**config.mk**
```make
export PLATFORM = sky130hd
export DESIGN_NAME = pgm_binary_stream_parser_flat
export DESIGN_NICKNAME = d
export VERILOG_FILES = /design/src/rtl/pgm_pkg.sv /design/src/rtl/pgm_if.sv /design/src/rtl/pgm_datapath.sv /design/src/rtl/pgm_ctrl.sv /design/src/rtl/pgm_binary_stream_parser.sv /design/src/flat_wrapper.sv
export SDC_FILE = /design/constraint.sdc
export NUM_CORES = 1
export LEC_CHECK = 0
export BUFFER_PORTS_ARGS = -buffer_cell sky130_fd_sc_hd__buf_2
export CORE_UTILIZATION = 56
export DETAILED_ROUTE_END_ITERATION = 16
export GPL_TIMING_DRIVEN = 1
export MAX_ROUTING_LAYER = met4
export PLACE_DENSITY = 0.87
export SYNTH_ARGS = -nofsm -noshare
export SYNTH_HDL_FRONTEND = slang
export SYNTH_SLANG_ARGS = --single-unit
```
**constraint.sdc**
```tcl
create_clock -name i_clk -period 5.7 [get_ports i_clk]
set_input_delay 0.285 -clock i_clk [delete_from_list [all_inputs] [get_ports i_clk]]
set_output_delay 0.285 -clock i_clk [all_outputs]
set_load 0.02 [all_outputs]
```
**src/rtl/pgm_pkg.sv**
```systemverilog
// ----------------------------------------------------------------------------
// pgm_pkg
// shared types, constants and helpers for the binary gray map parser
// ----------------------------------------------------------------------------
`default_nettype none
package pgm_pkg;
    localparam int DIM_BITS_DEF  = 16;
    localparam int FRAC_BITS_DEF = 16;

    localparam logic [7:0] C_CHAR_P    = 8'h50;
    localparam logic [7:0] C_CHAR_5    = 8'h35;
    localparam logic [7:0] C_CHAR_HASH = 8'h23;
    localparam logic [7:0] C_CHAR_LF   = 8'h0A;
    localparam logic [7:0] C_CHAR_PLUS = 8'h2B;
    localparam logic [7:0] C_CHAR_X_LO = 8'h78;
    localparam logic [7:0] C_CHAR_X_UP = 8'h58;
    localparam logic [8:0] C_GRAY_LIMIT = 9'd255;

    localparam logic [2:0] ST_PIXEL    = 3'd0;
    localparam logic [2:0] ST_BAD_MAG  = 3'd1;
    localparam logic [2:0] ST_HDR_ERR  = 3'd2;
    localparam logic [2:0] ST_MAX_ERR  = 3'd3;
    localparam logic [2:0] ST_TRUNC    = 3'd4;

    typedef enum logic [3:0] {
        PH_MAGIC0, PH_MAGIC1, PH_PRE, PH_COMMENT, PH_NSTART, PH_NSIGN,
        PH_NDIGITS, PH_NHEXPFX, PH_DIVIDE, PH_PIXELS, PH_DIV_PIX, PH_DONE
    } t_phase;

    typedef enum logic [1:0] {
        RX_UNDEC, RX_DEC, RX_OCT, RX_HEX
    } t_radix;

    // datapath command from the controller
    typedef enum logic [2:0] {
        DC_NONE, DC_CLEAR, DC_BEGIN, DC_ACCUM, DC_FINISH, DC_HEXFIRST, DC_DIV_START,
        DC_PIXEL
    } t_dp_op;

    typedef struct packed {
        t_dp_op     op;
        logic [7:0] byte_value;
        t_radix     radix;
    } t_dp_cmd;

    typedef struct packed {
        logic       div_busy;
        logic       final_px;
        logic       fin_err_hdr;
        logic       fin_err_max;
        logic       fin_is_max;
    } t_dp_status;

    function automatic logic is_ws(input logic [7:0] b);
        is_ws = (b == 8'h20) || (b >= 8'h09 && b <= 8'h0D);
    endfunction

    function automatic logic [4:0] digit_of(input logic [7:0] b);
        if (b >= 8'h30 && b <= 8'h39) digit_of = {1'b0, b[3:0]};
        else if ((b >= 8'h61 && b <= 8'h66) || (b >= 8'h41 && b <= 8'h46))
            digit_of = 5'd9 + {1'b0, b[3:0]};
        else digit_of = 5'd16;
    endfunction
endpackage
`default_nettype wire

```
**src/rtl/pgm_if.sv**
```systemverilog
// ----------------------------------------------------------------------------
// pgm_in_if / pgm_out_if
// valid/ready channels for file bytes and result items
// ----------------------------------------------------------------------------
`default_nettype none
interface pgm_in_if;
    logic       valid;
    logic       ready;
    logic [7:0] byte_value;
    logic       last_byte;
    modport source (output valid, byte_value, last_byte, input ready);
    modport sink (input valid, byte_value, last_byte, output ready);
endinterface

interface pgm_out_if;
    logic        valid;
    logic        ready;
    logic [15:0] pixel_fraction;
    logic [15:0] pixel_row;
    logic [15:0] pixel_col;
    logic [2:0]  status;
    logic        image_done;
    modport source (output valid, pixel_fraction, pixel_row, pixel_col, status, image_done,
                    input ready);
    modport sink (input valid, pixel_fraction, pixel_row, pixel_col, status, image_done,
                  output ready);
endinterface
`default_nettype wire

```
**src/rtl/pgm_datapath.sv**
```systemverilog
// ----------------------------------------------------------------------------
// pgm_datapath
// number accumulator, header registers, pixel counters and restoring divider
// ----------------------------------------------------------------------------
`default_nettype none
module pgm_datapath import pgm_pkg::*; #(
    parameter int DIM_BITS  = DIM_BITS_DEF,
    parameter int FRAC_BITS = FRAC_BITS_DEF
) (
    input  wire logic        i_clk,
    input  wire logic        i_rst_n,
    input  wire t_dp_cmd     i_cmd,
    output t_dp_status       o_status,
    output logic [15:0]      o_frac,
    output logic [15:0]      o_row,
    output logic [15:0]      o_col
);
    localparam int NB = FRAC_BITS + 8;
    localparam int CW = $clog2(NB + 1);
    localparam logic [DIM_BITS:0] CAP = {1'b1, {DIM_BITS{1'b0}}};

    logic [DIM_BITS:0]   r_accum, n_accum;
    logic [DIM_BITS-1:0] r_width, r_height, r_col, r_row;
    logic [7:0]          r_gmax;
    logic [NB-1:0]       r_quot;
    logic [8:0]          r_rem;
    logic [NB-1:0]       r_num;
    logic [CW-1:0]       r_cnt;
    logic                r_busy;

    logic [4:0]          w_d;
    logic [DIM_BITS+5:0] w_prod;
    logic [DIM_BITS+5:0] w_sum;
    logic [8:0]          w_div;
    logic [9:0]          w_trial;
    logic [NB-1:0]       w_num;
    logic                w_final;

    assign w_d   = digit_of(i_cmd.byte_value);
    assign w_div = {1'b0, r_gmax} + 9'd1;
    assign w_num = {i_cmd.byte_value, {FRAC_BITS{1'b0}}};

    always_comb begin
        case (i_cmd.radix)
            RX_HEX:  w_prod = {1'b0, r_accum, 4'b0};
            RX_OCT:  w_prod = {2'b0, r_accum, 3'b0};
            default: w_prod = {2'b0, r_accum, 3'b0} + {4'b0, r_accum, 1'b0};
        endcase
        w_sum = w_prod + {{(DIM_BITS+1){1'b0}}, w_d};
        n_accum = (w_sum > {5'b0, CAP}) ? CAP : w_sum[DIM_BITS:0];
    end

    assign w_final = (r_col + 1'b1 == r_width) && (r_row + 1'b1 == r_height);
    assign w_trial = {r_rem, r_num[NB-1]} - {1'b0, w_div};

    always_ff @(posedge i_clk) begin
        if (!i_rst_n) begin
            r_accum <= '0; r_width <= '0; r_height <= '0; r_gmax <= '0;
            r_col <= '0; r_row <= '0; r_busy <= 1'b0;
        end else begin
            case (i_cmd.op)
                DC_CLEAR: begin
                    r_accum <= '0; r_width <= '0; r_height <= '0; r_gmax <= '0;
                    r_col <= '0; r_row <= '0;
                end
                DC_BEGIN:    r_accum <= {{(DIM_BITS-4){1'b0}}, w_d};
                DC_HEXFIRST: r_accum <= {{(DIM_BITS-4){1'b0}}, w_d};
                DC_ACCUM:    r_accum <= n_accum;
                DC_FINISH: begin
                    r_accum <= '0;
                    if (r_width == '0) r_width <= r_accum[DIM_BITS-1:0];
                    else if (r_height == '0) r_height <= r_accum[DIM_BITS-1:0];
                    else r_gmax <= r_accum[7:0];
                end
                DC_DIV_START: begin
                    r_num <= w_num; r_busy <= 1'b1;
                    r_cnt <= '0; r_rem <= '0; r_quot <= '0;
                end
                DC_PIXEL: begin
                    if (!w_final) begin
                        if (r_col + 1'b1 >= r_width) begin
                            r_col <= '0; r_row <= r_row + 1'b1;
                        end else r_col <= r_col + 1'b1;
                    end
                end
                default: ;
            endcase
            if (r_busy) begin
                if (!w_trial[9]) begin
                    r_rem <= w_trial[8:0]; r_quot <= {r_quot[NB-2:0], 1'b1};
                end else begin
                    r_rem <= {r_rem[7:0], r_num[NB-1]};
                    r_quot <= {r_quot[NB-2:0], 1'b0};
                end
                r_num <= {r_num[NB-2:0], 1'b0};
                r_cnt <= r_cnt + 1'b1;
                if (r_cnt == CW'(NB - 1)) r_busy <= 1'b0;
            end
        end
    end

    assign o_status.div_busy    = r_busy;
    assign o_status.final_px    = w_final;
    assign o_status.fin_is_max  = (r_width != '0) && (r_height != '0);
    assign o_status.fin_err_hdr = (r_accum == '0) ||
                                  (!o_status.fin_is_max && r_accum[DIM_BITS]);
    assign o_status.fin_err_max = o_status.fin_is_max && (r_accum > (DIM_BITS+1)'(C_GRAY_LIMIT));
    assign o_frac = (r_quot[NB-1:FRAC_BITS] != '0) ? 16'hFFFF : 16'(r_quot[FRAC_BITS-1:0]);
    assign o_row  = 16'(r_row);
    assign o_col  = 16'(r_col);
endmodule
`default_nettype wire

```
**src/rtl/pgm_ctrl.sv**
```systemverilog
// ----------------------------------------------------------------------------
// pgm_ctrl
// phase state machine: header parsing, pixel sequencing, result handshake
// ----------------------------------------------------------------------------
`default_nettype none
module pgm_ctrl import pgm_pkg::*; (
    input  wire logic  i_clk,
    input  wire logic  i_rst_n,
    pgm_in_if.sink     in_ch,
    input  wire logic  i_out_ready,
    input  t_dp_status i_st,
    output t_dp_cmd    o_cmd,
    output logic       o_out_valid,
    output logic [2:0] o_out_status,
    output logic       o_out_done,
    output logic       o_out_err
);
    t_phase r_ph, n_ph;
    t_radix r_rx, n_rx;
    logic   r_ov, n_ov;
    logic [2:0] r_ost, n_ost;
    logic   r_odone, n_odone, r_oerr, n_oerr;
    logic   r_last, n_last, r_fin, n_fin;
    logic   w_acc;
    logic [4:0] w_d;
    logic [7:0] b;
    logic [2:0] w_err;
    logic   w_emit;

    assign b = in_ch.byte_value;
    assign w_d = digit_of(b);
    assign in_ch.ready = (!r_ov || i_out_ready) && r_ph != PH_DIV_PIX;
    assign w_acc = in_ch.valid && in_ch.ready;

    // next state
    always_comb begin
        n_ph = r_ph; n_rx = r_rx; w_err = ST_PIXEL; w_emit = 1'b0;
        n_last = r_last; n_fin = r_fin;
        n_ov = r_ov && !i_out_ready;
        n_ost = r_ost; n_odone = r_odone; n_oerr = r_oerr;
        if (r_ph == PH_DIV_PIX) begin
            if (!i_st.div_busy) begin
                n_ov = 1'b1; n_ost = ST_PIXEL; n_odone = r_fin; n_oerr = 1'b0;
                n_ph = r_last ? PH_MAGIC0 : (r_fin ? PH_DONE : PH_PIXELS);
                n_rx = r_last ? RX_UNDEC : r_rx;
            end
        end else if (w_acc) begin
            case (r_ph)
                PH_MAGIC0: if (b == C_CHAR_P) n_ph = PH_MAGIC1; else w_err = ST_BAD_MAG;
                PH_MAGIC1: if (b == C_CHAR_5) n_ph = PH_PRE; else w_err = ST_BAD_MAG;
                PH_PRE, PH_NSTART: begin
                    if (r_ph == PH_PRE && is_ws(b)) ;
                    else if (r_ph == PH_PRE && b == C_CHAR_HASH) n_ph = PH_COMMENT;
                    else if (is_ws(b)) n_ph = PH_NSTART;
                    else if (b == C_CHAR_PLUS) n_ph = PH_NSIGN;
                    else if (w_d < 5'd10) begin
                        n_ph = PH_NDIGITS; n_rx = (w_d == 5'd0) ? RX_UNDEC : RX_DEC;
                    end else w_err = ST_HDR_ERR;
                end
                PH_COMMENT: if (b == C_CHAR_LF) n_ph = PH_PRE;
                PH_NSIGN: if (w_d < 5'd10) begin
                    n_ph = PH_NDIGITS; n_rx = (w_d == 5'd0) ? RX_UNDEC : RX_DEC;
                end else w_err = ST_HDR_ERR;
                PH_NDIGITS: begin
                    if (r_rx == RX_UNDEC && (b == C_CHAR_X_LO || b == C_CHAR_X_UP))
                        n_ph = PH_NHEXPFX;
                    else if ((r_rx == RX_UNDEC && w_d < 5'd8) || (r_rx == RX_OCT && w_d < 5'd8)
                             || (r_rx == RX_DEC && w_d < 5'd10) || (r_rx == RX_HEX && w_d < 5'd16))
                        n_rx = (r_rx == RX_UNDEC) ? RX_OCT : r_rx;
                    else begin
                        n_rx = RX_UNDEC;
                        if (i_st.fin_err_hdr) w_err = ST_HDR_ERR;
                        else if (i_st.fin_err_max) w_err = ST_MAX_ERR;
                        else n_ph = i_st.fin_is_max ? PH_PIXELS : PH_NSTART;
                    end
                end
                PH_NHEXPFX: if (w_d < 5'd16) begin
                    n_rx = RX_HEX; n_ph = PH_NDIGITS;
                end else w_err = ST_HDR_ERR;
                PH_PIXELS: begin
                    if (in_ch.last_byte && !i_st.final_px) w_err = ST_TRUNC;
                    else begin
                        w_emit = 1'b1; n_ph = PH_DIV_PIX;
                        n_last = in_ch.last_byte; n_fin = i_st.final_px;
                    end
                end
                default: ;
            endcase
            if (w_err == ST_PIXEL && in_ch.last_byte && !w_emit && r_ph != PH_DONE
                && r_ph != PH_PIXELS) begin
                if (n_ph == PH_MAGIC1) w_err = ST_BAD_MAG;
                else if (n_ph == PH_PIXELS) w_err = ST_TRUNC;
                else w_err = ST_HDR_ERR;
            end
            if (w_err != ST_PIXEL) begin
                n_ov = 1'b1; n_ost = w_err; n_odone = 1'b1; n_oerr = 1'b1;
                n_ph = PH_DONE;
            end
            if (in_ch.last_byte && !w_emit) begin
                n_ph = PH_MAGIC0; n_rx = RX_UNDEC;
            end
        end
    end

    // datapath commands
    always_comb begin
        o_cmd.op = DC_NONE; o_cmd.byte_value = b; o_cmd.radix = r_rx;
        if (r_ph == PH_DIV_PIX) begin
            if (!i_st.div_busy) o_cmd.op = r_last ? DC_CLEAR : DC_PIXEL;
        end else if (w_acc) begin
            if (in_ch.last_byte && !(r_ph == PH_PIXELS && w_err == ST_PIXEL))
                o_cmd.op = DC_CLEAR;
            else case (r_ph)
                PH_PRE, PH_NSTART, PH_NSIGN:
                    if (n_ph == PH_NDIGITS) o_cmd.op = DC_BEGIN;
                PH_NDIGITS: begin
                    if (n_ph == PH_NHEXPFX) o_cmd.op = DC_NONE;
                    else if (n_ph == PH_NDIGITS) o_cmd.op = DC_ACCUM;
                    else o_cmd.op = DC_FINISH;
                    if (r_rx == RX_UNDEC) o_cmd.radix = RX_OCT;
                end
                PH_NHEXPFX: if (n_ph == PH_NDIGITS) o_cmd.op = DC_HEXFIRST;
                PH_PIXELS: o_cmd.op = DC_DIV_START;
                default: ;
            endcase
        end
    end

    always_ff @(posedge i_clk) begin
        if (!i_rst_n) begin
            r_ph <= PH_MAGIC0; r_rx <= RX_UNDEC; r_ov <= 1'b0;
            r_last <= 1'b0; r_fin <= 1'b0;
        end else begin
            r_ph <= n_ph; r_rx <= n_rx; r_ov <= n_ov; r_last <= n_last; r_fin <= n_fin;
        end
    end

    always_ff @(posedge i_clk) begin
        r_ost <= n_ost; r_odone <= n_odone; r_oerr <= n_oerr;
    end

    assign o_out_valid  = r_ov;
    assign o_out_status = r_ost;
    assign o_out_done   = r_odone;
    assign o_out_err    = r_oerr;
endmodule
`default_nettype wire

```
**src/rtl/pgm_binary_stream_parser.sv**
```systemverilog
// error result valid in the cycle after its byte; pixel result once the divider finishes
// throughput: one header byte per cycle while no result waits; no byte is taken while the
// bit-serial divider by maxval+1 runs (one quotient bit per cycle)
// reset: synchronous active low, parser waits for the first magic byte
// ----------------------------------------------------------------------------
// pgm_binary_stream_parser
// binary gray map stream parser with header checks and pixel scaling
// ----------------------------------------------------------------------------
`default_nettype none
module pgm_binary_stream_parser import pgm_pkg::*; #(
    parameter int DIM_BITS  = DIM_BITS_DEF,
    parameter int FRAC_BITS = FRAC_BITS_DEF
) (
    input  wire logic i_clk,
    input  wire logic i_rst_n,
    pgm_in_if.sink    in_ch,
    pgm_out_if.source out_ch
);
    t_dp_cmd    w_cmd;
    t_dp_status w_st;
    logic [15:0] w_frac, w_row, w_col;
    logic [15:0] r_frac, r_row, r_col;
    logic        w_err;

    pgm_ctrl u_ctrl (
        .i_clk(i_clk), .i_rst_n(i_rst_n), .in_ch(in_ch), .i_out_ready(out_ch.ready),
        .i_st(w_st), .o_cmd(w_cmd), .o_out_valid(out_ch.valid),
        .o_out_status(out_ch.status), .o_out_done(out_ch.image_done), .o_out_err(w_err)
    );

    pgm_datapath #(.DIM_BITS(DIM_BITS), .FRAC_BITS(FRAC_BITS)) u_dp (
        .i_clk(i_clk), .i_rst_n(i_rst_n), .i_cmd(w_cmd), .o_status(w_st),
        .o_frac(w_frac), .o_row(w_row), .o_col(w_col)
    );

    // pixel fields captured when the divider finishes
    always_ff @(posedge i_clk) begin
        if (w_cmd.op == DC_PIXEL || w_cmd.op == DC_CLEAR) begin
            r_frac <= w_frac; r_row <= w_row; r_col <= w_col;
        end
    end

    assign out_ch.pixel_fraction = w_err ? 16'd0 : r_frac;
    assign out_ch.pixel_row      = w_err ? 16'd0 : r_row;
    assign out_ch.pixel_col      = w_err ? 16'd0 : r_col;

`ifndef SYNTHESIS
    a_err_done: assert property (@(posedge i_clk) disable iff (!i_rst_n)
        out_ch.valid && out_ch.status != ST_PIXEL |-> out_ch.image_done)
        else $error("error result without done");
    a_hold: assert property (@(posedge i_clk) disable iff (!i_rst_n)
        out_ch.valid && !out_ch.ready |=> out_ch.valid)
        else $error("result dropped");
    a_no_take: assert property (@(posedge i_clk) disable iff (!i_rst_n)
        out_ch.valid && !out_ch.ready |-> !in_ch.ready)
        else $error("input taken while result waits");
`endif
endmodule
`default_nettype wire

```
**src/flat_wrapper.sv**
```systemverilog
// flat-port wrapper written by rule: the top's interface ports become plain ports
module pgm_binary_stream_parser_flat import pgm_pkg::*;
#(
    parameter int DIM_BITS  = DIM_BITS_DEF,
    parameter int FRAC_BITS = FRAC_BITS_DEF
)
  (i_clk, i_rst_n, in_ch_valid, in_ch_byte_value, in_ch_last_byte, in_ch_ready, out_ch_valid, out_ch_pixel_fraction, out_ch_pixel_row, out_ch_pixel_col, out_ch_status, out_ch_image_done, out_ch_ready);
  pgm_in_if in_ch_i ();
  pgm_out_if out_ch_i ();
  input  wire logic i_clk;
  input  wire logic i_rst_n;
  input wire logic [$bits(in_ch_i.valid)-1:0] in_ch_valid;
  input wire logic [$bits(in_ch_i.byte_value)-1:0] in_ch_byte_value;
  input wire logic [$bits(in_ch_i.last_byte)-1:0] in_ch_last_byte;
  output wire logic [$bits(in_ch_i.ready)-1:0] in_ch_ready;
  output wire logic [$bits(out_ch_i.valid)-1:0] out_ch_valid;
  output wire logic [$bits(out_ch_i.pixel_fraction)-1:0] out_ch_pixel_fraction;
  output wire logic [$bits(out_ch_i.pixel_row)-1:0] out_ch_pixel_row;
  output wire logic [$bits(out_ch_i.pixel_col)-1:0] out_ch_pixel_col;
  output wire logic [$bits(out_ch_i.status)-1:0] out_ch_status;
  output wire logic [$bits(out_ch_i.image_done)-1:0] out_ch_image_done;
  input wire logic [$bits(out_ch_i.ready)-1:0] out_ch_ready;
  assign in_ch_i.valid = in_ch_valid;
  assign in_ch_i.byte_value = in_ch_byte_value;
  assign in_ch_i.last_byte = in_ch_last_byte;
  assign in_ch_ready = in_ch_i.ready;
  assign out_ch_valid = out_ch_i.valid;
  assign out_ch_pixel_fraction = out_ch_i.pixel_fraction;
  assign out_ch_pixel_row = out_ch_i.pixel_row;
  assign out_ch_pixel_col = out_ch_i.pixel_col;
  assign out_ch_status = out_ch_i.status;
  assign out_ch_image_done = out_ch_i.image_done;
  assign out_ch_i.ready = out_ch_ready;
  pgm_binary_stream_parser #(.DIM_BITS(DIM_BITS), .FRAC_BITS(FRAC_BITS)) u_core (.i_clk(i_clk), .i_rst_n(i_rst_n), .in_ch(in_ch_i), .out_ch(out_ch_i));
endmodule
```
-- After elaboration in Yosys (flattened, before gate mapping)
Cells that the tools add are included.
- memory bits (writable): 0
- flip-flop bits (word level): 198
- memories kept: 0
- bits in latches: 0
- ROM bits: 0
- word-level logic and storage cells: 304
- input bits: 13
- order comparisons: 14
- mux-type cells: 131
- equality and inequality tests: 53
- $add $sub $neg: 8
- shift-type cells: 0
- bitwise logic cells: 2
- reduce and logical (&&, ||, !) cells: 73
- multiply operators: 0
- div/mod/pow operators: 0
- operators with widths (operator ; number):
    16-bit 2-to-1 mux ; 10
    16-bit case mux with 2 select lines ; 4
    24-bit 2-to-1 mux ; 4
    4-bit 2-to-1 mux ; 23
    3-bit 2-to-1 mux ; 22
    2-bit 2-to-1 mux ; 30
    17-bit case mux with 3 select lines ; 1
    21-bit case mux with 2 select lines ; 1
    4-bit != test, second input constant ; 9
    16-bit by 1-bit adder with 16-bit output, second input constant ; 2
    16-bit equality test ; 2
    8-bit by 6-bit equality test with 1-bit output, second input constant ; 4
    16-bit zero test ; 2
    4-bit case mux with 8 select lines ; 1
    16-bit nonzero test ; 2
    9-bit 2-to-1 mux ; 3
    1-bit logical AND ; 26
    4-bit by 3-bit equality test with 1-bit output, second input constant ; 6
    8-bit by 7-bit equality test with 1-bit output, second input constant ; 3
    22-bit by 5-bit adder with 22-bit output ; 1
    22-bit by 17-bit greater-than comparator with 1-bit output, second input constant ; 1
    20-bit by 18-bit adder with 21-bit output ; 1
    1-bit 2-to-1 mux ; 21
    3-bit case mux with 7 select lines ; 1
    other kinds (49) ; 101

-- Depth between registers and ports, before layout
- depth after elaboration: 39
- depth in mapped cells: 23
- depth with buffers taken out: 21

-- Cells and area by module
A second synthesis with hierarchy kept.
- cells, all modules: 1508
- area, all modules: 13332.8 um2
- modules (own cells, without submodules) (module ; times used ; area each (um2) ; sequential area each (um2) ; cells an instance):
    pgm_datapath ; 1 ; 9678.0 ; 3183.1 ; 1144
    pgm_ctrl ; 1 ; 1854.3 ; 330.3 ; 261
    pgm_binary_stream_parser ; 1 ; 1800.5 ; 1441.4 ; 103

-- Worst setup path after synthesis
Ideal clock, no wire load.
- path type: reg2reg
- start point: register u_core.u_dp.r_col[0], in the netlist u_core.u_dp.o_col[0]
- end point: register u_core.u_dp.r_cnt[0], enable pin
- cell stages (with the launch flop): 18
- slack: -0.278 ns
- path buffers: 0
- required time: 5.249 ns
- library setup time: 0.451 ns
- clock period less this slack: 5.978 ns
- arrival: 5.527 ns
- cells stage by stage: dfxtp_1 > ha_1 > and3_1 > and3_1 > and3_1 > and3_1 > nand3_1 > xnor2_1 > ha_1 > nand4_1 > nor2_1 > nand3_1 > nor4_1 > nor4b_1 > nand2_1 > a211oi_1 > nor2_1 > nor2_1
- cells in the longest elaborated chain, start to end: 32
- elaborated cells between the ends (all ways): 55
- those cells by class: add/sub: 1; eq/ne: 6; mux: 31; reduce/logical: 17
- ends and longest elaborated chain (item ; line ; text):
    start, declared ; pgm_datapath.sv:23 ; logic [DIM_BITS-1:0] r_width, r_height, r_col, r_row;
    start signal, assigned ; pgm_datapath.sv:83 ; end else r_col <= r_col + 1'b1;
    16-bit by 1-bit adder with 16-bit output * ; pgm_datapath.sv:53 ; assign w_final = (r_col + 1'b1 == r_width) && (r_row + 1'b1 == r_height);
    16-bit equality test * ; pgm_datapath.sv:53 ;
    1-bit logical AND * ; pgm_datapath.sv:53 ;
    1-bit zero test * ; pgm_ctrl.sv:81 ; if (in_ch.last_byte && !i_st.final_px) w_err = ST_TRUNC;
    1-bit logical AND * ; pgm_ctrl.sv:81 ;
    parallel branches: the longest is 21 deep, another holds 4-bit case mux with 8 select lines ; -- ;
    3-bit 2-to-1 mux * ; pgm_ctrl.sv:111 ; if (in_ch.last_byte && !(r_ph == PH_PIXELS && w_err == ST_PIXEL))
    3-bit 2-to-1 mux * ; pgm_ctrl.sv:110 ; end else if (w_acc) begin
    3-bit 2-to-1 mux * ; pgm_ctrl.sv:108 ; if (r_ph == PH_DIV_PIX) begin
    3-bit equality test * ; pgm_datapath.sv:61 ; case (i_cmd.op)
    2-bit nonzero test (no line) * ; -- ;
    2-bit AND reduction (no line) * ; -- ;
    end signal, assigned ; pgm_datapath.sv:96 ; r_cnt <= r_cnt + 1'b1;
    end, declared ; pgm_datapath.sv:28 ; logic [CW-1:0] r_cnt;
Mark *: on every way between the ends. The select of a mux whose other input is x is not followed.
A chain may end at the register's enable or synchronous reset.

-- Final worst setup path
- start point: register u_core.u_dp.r_col[0], in the netlist u_core.u_dp.o_col[0]
- end point: register u_core.u_dp.r_gmax[5]
- cells in the longest elaborated chain, start to end: 32
- elaborated cells between the ends (all ways): 59
- those cells by class: add/sub: 1; eq/ne: 9; mux: 32; reduce/logical: 17
- ends and longest elaborated chain (item ; line ; text):
    16-bit by 1-bit adder with 16-bit output * ; pgm_datapath.sv:53 ;
    16-bit equality test * ; pgm_datapath.sv:53 ;
    1-bit logical AND * ; pgm_datapath.sv:53 ;
    1-bit zero test * ; pgm_ctrl.sv:81 ;
    1-bit logical AND * ; pgm_ctrl.sv:81 ;
    parallel branches: the longest is 21 deep, another holds 4-bit case mux with 8 select lines ; -- ;
    3-bit 2-to-1 mux * ; pgm_ctrl.sv:111 ;
    3-bit 2-to-1 mux * ; pgm_ctrl.sv:110 ;
    3-bit 2-to-1 mux * ; pgm_ctrl.sv:108 ;
    3-bit equality test or 3-bit by 1-bit equality test with 1-bit output (tied branches) ; pgm_datapath.sv:61 ;
    2-bit != test (no line) or 2-bit nonzero test (tied branches) ; -- ;
    3-bit AND reduction (no line) ; -- ;
    end signal, assigned ; pgm_datapath.sv:73 ; else r_gmax <= r_accum[7:0];
    end, declared ; pgm_datapath.sv:24 ; logic [7:0] r_gmax;
Marks and branches as above.

==> impl_metrics.tcl <==
set metrics [dict create \
    seqPwrFrac_pct 51.4 \
    fmax_ghz 0.186 \
    clock_path_buffers 2 \
    die-width_um 150 \
    switching_share_pct 26.0 \
    status "complete, no violations" \
    grt_pass1_vias 9535 \
    critical_path_arrival_ns 5.71 \
    fp.dieH_um 150 \
    relSlewSlack_pct 14.5 \
    syn-num-nets 1394 \
    setup_viol_count_final 0 \
    gp_congestion 0.914 \
    syn_inst 1327 \
    post_drt_via_cell_ratio 6.30 \
    skew_ns 0.0200 \
    fillCellCount 1704 \
    grt_first_pass_wirelength_mm 48.6 \
    tns_ns 0 \
    async_flop_share_pct 0 \
    synth-seq-cells 198 \
    cts_tree "done" \
    switchingPower_mw 0.771 \
    slew_viol_final 0 \
    dpl.hpwl_mm 21.3 \
    p_leak_nw 5.21 \
    grtUsageTotal_pct 27.9 \
    grt-ovfl-total 0 \
    dpl-instance-area_mm2 0.0128 \
    core_mm2 0.0212 \
    drc 0 \
    min_from "out_ch_ready" \
    cts.htree.levels 4 \
    area_growth_pct 10.4 \
    row_count 53 \
    cts_buffers 17 \
    worstSetupStartpoint "u_core.u_dp.o_col[0]" \
    synth_ff_type "edfxtp_1" \
    wl_per_cell_um 18.0 \
    mappedNetlistArea_mm2 0.0122 \
    antenna_cells 0 \
    via_count 10400 \
    crit_type "register to register" \
    ant_nets 0 \
    die_area_mm2 0.0224 \
    synth_cell_types 91 \
    grt_max_degree 87 \
    drt-initial-drc-count 861 \
    post-route-cell-area_mm2 0.0135 \
    drive_gt1_share_pct 13.9 \
    dr.pass1.iters 5 \
    rr_endpoint "u_core.u_dp.r_gmax[5]" \
    max-vdd-ir-drop_uv 229 \
    hold_end "u_core.u_ctrl.o_out_valid" \
    cell_internal_pwr_mw 2.19 \
    worstPathMaxFanout 10 \
    regArea_mm2 0.00495 \
    numPortBuffers 66 \
    syn_avg_cell_area_um2 9.20 \
    worst_skew_pair.late_latency_ns 0.45 \
    startpoint_type "register" \
    r2r_start "u_core.u_dp.o_col[0]" \
    yosys_warnings 0 \
    antenna_found_initial 0 \
    critPathCaptureType "register" \
    postCtsHoldBufs 0 \
    hp-class "primary input to register" \
    cts_sinks 198 \
    seq_area_frac_synth_pct 40.6 \
    min_path_cells 4 \
    drt-total-wl_mm 29.7 \
    start_util_pct 57.6 \
    nets 1433 \
    maxCapViolations 0 \
    pwr-share-comb_pct 7.4 \
    multi_input_area_mm2 0.00691 \
    synth_edf_count 99 \
    ios 67 \
    fin_crit_sh_pct 94.4 \
    worst_ep_required_time_ns 6.02 \
    r2r_cells 22 \
    p_per_area_mw_per_mm2 219 \
    p_clk_share_pct 41.2 \
    worst_pin_slew_ns 1.27 \
    clk_pin_slew_ns 0.08 \
    r2r_slack_ns 0.32 \
    hold_viol_final 0 \
    root_buffer "clkbuf_16" \
    min_period_ns 5.38 \
]
-- metal layers --
metal  wire, µm  up-vias  share of wire [%]  track usage [%]
met1      13500     4956                 46             37.5
met4        563        0                1.9             9.14
met2      13900      398                 47             43.8
met5          0        -                  0                -
met3       1750       55                5.9             3.51
li1           -     5017                  -                -
-- worst max path at each step --
| stage | to | slack [ns] |
|---|---|---|
| 6_report | u_core.u_dp.r_gmax[5] | 0.32 |
| 3_3_place_gp | u_core.u_dp.r_height[11] | 0.39 |
| 4_1_cts | u_core.u_dp.r_height[5] | 0.01 |
| 5_1_grt | u_core.u_dp.r_width[15] | -0.01 |
| 2_1_floorplan | u_core.u_dp.r_cnt[0] | 0.48 |
| 3_5_place_dp | u_core.u_dp.r_height[7] | 0.19 |
-- power groups by stage --
stage	Sequential [mW]	Clock, mW	Combinational (mW)
after global placement	1.55	0	0.209
after CTS	1.52	1.22	0.214
after global routing	1.52	1.28	0.240
after detailed placement	1.55	0	0.213
after floorplan	1.56	0	0.149
final	1.52	1.22	0.219
-- cell usage after synthesis (21+ instances only) --
| cell | n | area (µm²) |
|---|---|---|
| nand4_1 | 21 | 131 |
| clkbuf_1 | 53 | 199 |
| o21ai_0 | 63 | 315 |
| nand2_1 | 90 | 338 |
| a21oi_1 | 44 | 220 |
| inv_1 | 38 | 143 |
| a21o_1 | 23 | 173 |
| nor3_1 | 24 | 120 |
| o31ai_1 | 24 | 180 |
| edfxtp_1 | 99 | 2970 |
| ha_1 | 51 | 638 |
| xor2_1 | 31 | 272 |
| nand3_1 | 59 | 295 |
| nor2_1 | 101 | 379 |
| and3_1 | 26 | 163 |
| xnor2_1 | 35 | 307 |
| dfxtp_1 | 99 | 1980 |
| and2_1 | 40 | 250 |
| nor2b_1 | 73 | 457 |
| or2_2 | 25 | 156 |
-- cell usage in the layout (no fill, tap or decap), drive strengths merged, types with 18 or more instances in the layout --
cell / netlist / routed
a21o: 23 / 23
a21oi: 46 / 46
a31oi: 18 / 18
and2: 40 / 40
and3: 26 / 26
buf: 16 / 89
clkbuf: 53 / 18
dfxtp: 99 / 99
edfxtp: 99 / 99
ha: 51 / 51
inv: 38 / 45
nand2: 91 / 91
nand3: 59 / 59
nand4: 21 / 21
nor2: 102 / 102
nor2b: 73 / 73
nor3: 25 / 25
nor4: 22 / 22
o21ai: 69 / 69
o31ai: 24 / 24
or2: 26 / 26
xnor2: 35 / 35
xor2: 31 / 31
-- registers in the layout, indices dropped and copies added, names as in the netlist --
signal,cells
u_core.u_dp.r_num,8
u_core.u_dp.r_width,16
u_core.u_ctrl.o_out_done,1
u_core.u_dp.r_height,16
u_core.u_dp.o_row,16
u_core.u_dp.r_quot,24
u_core.u_ctrl.r_rx,2
u_core.u_dp.r_busy,1
u_core.u_dp.r_cnt,5
u_core.u_ctrl.o_out_status,3
u_core.u_dp.r_gmax,8
u_core.u_dp.o_col,16
u_core.u_dp.r_rem,9
u_core.u_ctrl.o_out_err,1
u_core.u_dp.r_accum,17
u_core.u_ctrl.o_out_valid,1
u_core.r_frac,16
u_core.u_ctrl.r_ph,4
u_core.r_row,16
u_core.r_col,16
u_core.u_ctrl.r_last,1
u_core.u_ctrl.r_fin,1
-- repair_timing --
action	4_1_cts	5_1_grt
gates resized for setup	0	11
endpoints found under the hold margin	0	0
setup buffers	0	1
endpoints found under the setup margin	0	68
-- through the flow --
step | cells | utilization (%) | setup WS [ns] | hold slack [ns] | total power [mW]
floorplan | 1327 | - | 0.475 | 0.403 | 1.70
global placement | 1621 | 60.4 | 0.388 | 0.449 | 1.76
detailed placement | 1621 | 60.4 | 0.188 | 0.470 | 1.77
CTS | 1653 | 63.2 | 0.0123 | 0.155 | 2.96
global route | 1654 | 63.5 | -0.0104 | 0.178 | 3.04
finish | 1654 | 63.5 | 0.317 | 0.166 | 2.96
-- area by class of cell --
type                            count  share of cell area, %
Clock inverter                     14                   1.27
Clock buffer                       18                   3.26
Timing Repair Buffer               89                   3.85
Multi-Input combinational cell   1020                   51.2
Tap cell                          275                   2.55
Sequential cell                   198                   36.7
Inverter                           40                   1.11
-- logic make-up after synthesis --
| family | count (synthesis) | synth area share, % |
|---|---|---|
| xor+xnor | 66 | 4.73 |
| flops | 198 | 40.6 |
| buf+inv | 109 | 3.41 |
| compound gates | 332 | 19.4 |
| simple gates | 550 | 24.7 |
| fa+ha+maj | 54 | 5.72 |
| mux | 18 | 1.54 |
-- worst max-delay path, stage by stage, from the launching register on --
cell and delay (ns):
dfxtp_1 0.44, and3_2 0.26, and3_1 0.23, and3_1 0.24
and3_1 0.24, nand3_1 0.16, inv_1 0.13, nand3_1 0.11
xnor2_1 0.17, ha_1 0.30, nand4_1 0.13, nor2_2 0.20
nand3_1 0.09, or4_1 0.48, or3_1 0.38, nor2_2 0.18
o211ai_1 0.12, a22o_1 0.25, a21o_2 0.28, or2_0 0.21
buf_4 0.17, and3_1 0.19, a2bb2o_1 0.28
Power figures use the tool's default switching activity.
